<file path="src/design/piecewise_linear_interpolator_top_assert.svh">
// ----------------------------------------------------------------------------
// Piecewise linear interpolator assertion macros
// Concurrent assertion wrappers clocked on clk and disabled during reset.
// Define ASSERT_OFF to compile them out.
// ----------------------------------------------------------------------------
`ifndef PIECEWISE_LINEAR_INTERPOLATOR_TOP_ASSERT_SVH
`define PIECEWISE_LINEAR_INTERPOLATOR_TOP_ASSERT_SVH

`ifndef ASSERT_OFF
// Checks that an implication holds at every clock edge outside reset.
`define PLI_ASSERT(label, prop, msg) \
    label: assert property (@(posedge clk) disable iff (!rst_n) (prop)) else $error(msg);
// Checks that a condition in one cycle implies a condition in the next cycle.
`define PLI_ASSERT_NEXT(label, ante, cons, msg) \
    label: assert property (@(posedge clk) disable iff (!rst_n) (ante) |=> (cons)) \
        else $error(msg);
`else
`define PLI_ASSERT(label, prop, msg)
`define PLI_ASSERT_NEXT(label, ante, cons, msg)
`endif

`endif

</file>
<file path="src/design/plint_pkg.sv">
// ----------------------------------------------------------------------------
// Piecewise linear interpolator package
// Shared widths, the breakpoint word layout, region codes and divider status.
// ----------------------------------------------------------------------------
package plint_pkg;

    // Width of one Q16.16 value.
    localparam int DATA_W = 32;
    // Width of the table index field of a load word.
    localparam int IDX_W = 6;
    // Width of the point count register.
    localparam int CNT_W = 7;

    // One breakpoint as stored in the table memory.
    typedef struct packed {
        logic signed [DATA_W-1:0] y;
        logic signed [DATA_W-1:0] x;
    } point_t;

    // Region codes reported with each result.
    typedef enum logic [1:0] {
        REGION_INTERP  = 2'd0,
        REGION_BELOW   = 2'd1,
        REGION_ABOVE   = 2'd2,
        REGION_NOMATCH = 2'd3
    } region_t;

    // Status of the iterative divider.
    typedef struct packed {
        logic busy;
        logic done;
    } div_status_t;

endpackage

</file>
<file path="src/design/plint_div.sv">
// ----------------------------------------------------------------------------
// Piecewise linear interpolator divider
// Restoring unsigned divider, one quotient bit per cycle. The dividend's upper
// half must be below the divisor, so the quotient fits in DATA_W bits.
// ----------------------------------------------------------------------------
module plint_div (
    input  logic                            clk,
    input  logic                            rst_n,
    input  logic                            start,
    input  logic [2*plint_pkg::DATA_W-1:0]  dividend,
    input  logic [plint_pkg::DATA_W-1:0]    divisor,
    output plint_pkg::div_status_t          status,
    output logic [plint_pkg::DATA_W-1:0]    quotient
);

    localparam int W      = plint_pkg::DATA_W;
    localparam int STEP_W = $clog2(W);

    logic [W-1:0]      rem_reg;
    logic [W-1:0]      low_reg;
    logic [STEP_W-1:0] step_reg;
    logic              busy_reg;
    logic              done_reg;

    logic [W:0]        trial;
    logic              fits;

    // Trial subtraction of the divisor from the shifted remainder.
    assign trial = {rem_reg, low_reg[W-1]};
    assign fits  = trial >= {1'b0, divisor};

    // Iteration control and datapath.
    always_ff @(posedge clk or negedge rst_n)
    begin
        if (!rst_n)
        begin
            busy_reg <= 1'b0;
            done_reg <= 1'b0;
            step_reg <= '0;
            rem_reg  <= '0;
            low_reg  <= '0;
        end
        else
        begin
            done_reg <= 1'b0;
            if (start)
            begin
                busy_reg <= 1'b1;
                step_reg <= '0;
                rem_reg  <= dividend[2*W-1:W];
                low_reg  <= dividend[W-1:0];
            end
            else if (busy_reg)
            begin
                rem_reg  <= fits ? W'(trial - {1'b0, divisor}) : trial[W-1:0];
                low_reg  <= {low_reg[W-2:0], fits};
                step_reg <= step_reg + STEP_W'(1);
                if (step_reg == STEP_W'(W - 1))
                begin
                    busy_reg <= 1'b0;
                    done_reg <= 1'b1;
                end
            end
        end
    end

    assign status.busy = busy_reg;
    assign status.done = done_reg;
    assign quotient    = low_reg;

endmodule

</file>
<file path="config.mk">
export PLATFORM = sky130hd
export DESIGN_NAME = plint_div
export DESIGN_NICKNAME = d
export VERILOG_FILES = /design/src/design/piecewise_linear_interpolator_top_assert.svh /design/src/design/plint_pkg.sv /design/src/design/plint_div.sv
export SDC_FILE = /design/constraint.sdc
export NUM_CORES = 1
export LEC_CHECK = 0
export BUFFER_PORTS_ARGS = -buffer_cell sky130_fd_sc_hd__clkbuf_2
export CORE_UTILIZATION = 49
export CTS_BUF_LIST = sky130_fd_sc_hd__clkbuf_8 sky130_fd_sc_hd__clkbuf_16
export CTS_CLUSTER_DIAMETER = 30
export DETAILED_ROUTE_END_ITERATION = 6
export PLACE_DENSITY = 0.76
export SLEW_MARGIN = 5
export SYNTH_ARGS = -nofsm -noshare
export SYNTH_HDL_FRONTEND = slang
export SYNTH_SLANG_ARGS = --single-unit
</file>
<file path="constraint.sdc">
create_clock -name clk -period 2.6 [get_ports clk]
set_input_delay 0.26 -clock clk [delete_from_list [all_inputs] [get_ports clk]]
set_output_delay 0.26 -clock clk [all_outputs]
set_load 0.02 [all_outputs]
</file>
==> flow_metrics.tcl <==
set metrics [dict create \
    grt_pass1_vias 5558 \
    synth_cells 645 \
    cts_tree "built" \
    ys_warn_count 0 \
    nFillCells 841 \
    clock_path_buffers 2 \
    cts_made_buffers 9 \
    yosys.area_share.simple 0.160 \
    violations "design-rule violations, negative setup slack" \
    outcome "finished, violations left" \
    numPortBuffers 132 \
    reg2reg_from "rem_reg[7]$_DFFE_PN0P_" \
    slew_viol_final 0 \
    drt_pre_antenna_iters 7 \
    dp_hpwl_mm 11.6 \
    finalCriticalPeriod_ns 2.71 \
    cp_max_fo 6 \
    synth_fa_ha_area_frac 0.0820 \
    post-route-drc-count 1 \
    critPathArrivalTime_ns 3.02 \
    syn_area_um2 5430 \
    viasPerCell 5.51 \
    grt_pass1_wl_mm 26.1 \
    syn_nets 779 \
    required_ns 2.91 \
    grt_max_degree 54 \
    design.core.area_um2 10800 \
    fin_crit_sh 1.04 \
    die_h_um 107 \
    place_area_um2 6790 \
    finalSetupViolations 32 \
    synthDominantCellAreaShare 0.327 \
    synth_xor_area_frac 0.0484 \
    ys.flop_type "dfrtp_1" \
    io_pins 133 \
    skew_ns 0.0163 \
    synth_commonest_cells "o21ai_0 (77), nand2_1 (75), dfrtp_1 (71)" \
    antenna_cells 0 \
    crit_path_start "rem_reg[7]$_DFFE_PN0P_" \
    ys_async_sr_fraction 1.00 \
    synth.most_common_cell "o21ai_0" \
    vias 5467 \
    clock_latency_ns 0.38 \
    power_leakage_nw 3.90 \
    regToRegSetupSlack_ns -0.11 \
    multiInputGateArea_um2 3690 \
    worst_pin_slew_ns 0.908 \
    ys_seq_elements 71 \
    initial_core_util 0.501 \
    dieArea_um2 11500 \
    rsz0062_at_grt "true" \
    fmax_ghz 0.369 \
    grt_usage 0.290 \
    syn_avg_cell_area_um2 8.42 \
    regToRegEndpoint "rem_reg[0]$_DFFE_PN0P_" \
    crit_type "flip-flop to flip-flop" \
    startpoint_type "flip-flop" \
    synth_top_family_by_area "compound AO/OA/AOI/OAI gates" \
    cts_root_buffer "clkbuf_8" \
    fin_ws_ns -0.111 \
    cts.clk_slew.worst_paths_ns 0.09 \
    final_area_um2 7550 \
    row_count 38 \
    routabilityCongestion 1.00 \
    die_x_um 107 \
    cap_violations 0 \
    ys_types 56 \
    drive_gt1_frac 0.361 \
    cts.sinks 71 \
    regArea_um2 1780 \
    drt-initial-drc-count 274 \
    hold_viol 0 \
    slew_headroom 0.395 \
    synth-seq-area-share 0.327 \
    fin_nets 982 \
    post_drt_wl_per_cell_um 16.3 \
    ctsHtreeMaxLevel 3 \
    place_ws_ns -0.177 \
    antenna_found_initial 0 \
    synthToLayoutAreaGrowth_pct 39.0 \
    worst_setup_path_end_kind "flip-flop" \
    p_per_area_nw_per_um2 1200 \
    drt-total-wl_mm 16.2 \
    synth_edf_count 0 \
    globalRouteOverflowTotal 0 \
    yosysTopAreaCell "dfrtp_1" \
    ant_nets 0 \
    muxShareOfSynthArea 0.102 \
    ys_top_cells_by_area "dfrtp_1 (33%), mux2i_1 (9.6%), ha_1 (7.8%)" \
    rr_worst_depth 11 \
    synth_compound_area_frac 0.221 \
    vdd_drop_max_mv 0.563 \
    hold_class "input port to asynchronous set/reset pin" \
]
[cells by family after synthesis]
logic type,after synthesis
compound gates,202
simple gates,174
buf+inv,78
flops,71
mux,55
fa+ha+maj,35
xor+xnor,30
[area by class of cell]
cell class | instances | area share
Clock buffer | 10 | 0.0182
Clock inverter | 6 | 0.0152
Inverter | 43 | 0.0214
Multi-Input combinational cell | 496 | 0.489
Sequential cell | 71 | 0.236
Tap cell | 140 | 0.0232
Timing Repair Buffer | 227 | 0.197
[cell usage in the layout (no fill, tap or decap), types with 20 or more instances in the layout]
cell / count
a21oi_1: 56
buf_4: 85
clkbuf_2: 130
dfrtp_1: 69
ha_1: 21
inv_1: 42
mux2i_1: 50
nand2_1: 74
nor2_1: 25
nor3b_1: 21
o21ai_0: 68
xnor2_1: 20
[worst max-delay path by stage]
stage	endpoint	slack, ns	cells after the start
floorplan	rem_reg[26]$_DFFE_PN0P_	-0.08	12
global placement	rem_reg[1]$_DFFE_PN0P_	-0.16	11
detailed placement	rem_reg[20]$_DFFE_PN0P_	-0.18	12
CTS	rem_reg[7]$_DFFE_PN0P_	-0.08	11
global route	rem_reg[0]$_DFFE_PN0P_	-0.28	11
finish	rem_reg[0]$_DFFE_PN0P_	-0.11	11
[power breakdown]
part	internal [mW]	leakage (nW)	switching (mW)	total, mW
clock	0.669	0.123	0.484	1.15
sequential	1.41	0.861	0.313	1.73
combinational	3.14	2.92	3.01	6.15
total	5.22	3.90	3.81	9.03
[stage by stage]
step            util  std cells  power (mW)  hold slack, ns  TNS (ns)
4_1_cts        0.683        989        8.63          0.0332     -1.32
5_1_grt        0.696        993        9.58          0.0878     -7.29
3_5_place_dp   0.626        964        6.67           0.437     -3.20
3_3_place_gp   0.626        964        6.59           0.429     -3.62
6_report       0.696        993        9.03          0.0140     -2.00
2_1_floorplan      -        645        4.82         -0.0356   -0.0783
[worst max-delay path, cell delays in order, from the launching register on]
cell     delay, ns
dfrtp_1       0.42
ha_4          0.28
nand4_1       0.16
nor4_2        0.29
nand4_2       0.16
o31ai_4       0.26
or3_4         0.19
o41ai_4       0.08
nor2_4        0.19
buf_12        0.17
mux2_4        0.31
o21ai_2       0.12
[layer usage]
metal  vias up  part of all wire  track usage
met5         -                 0            0
met4         0             0.035        0.116
met3        48             0.053       0.0484
met2       176              0.48        0.488
met1      2559              0.43        0.369
li1       2684                 -            -
[timing repair]
action | in CTS | in global routing
buffers inserted | 7 | 5
hold buffers | 0 | 0
pin swaps | 5 | 14
resized for setup | 39 | 33
gates cloned | 2 | 1
setup endpoints to repair | 33 | 33
hold endpoints to repair | 0 | 0
Note: power is estimated with default switching activity, not from simulation.
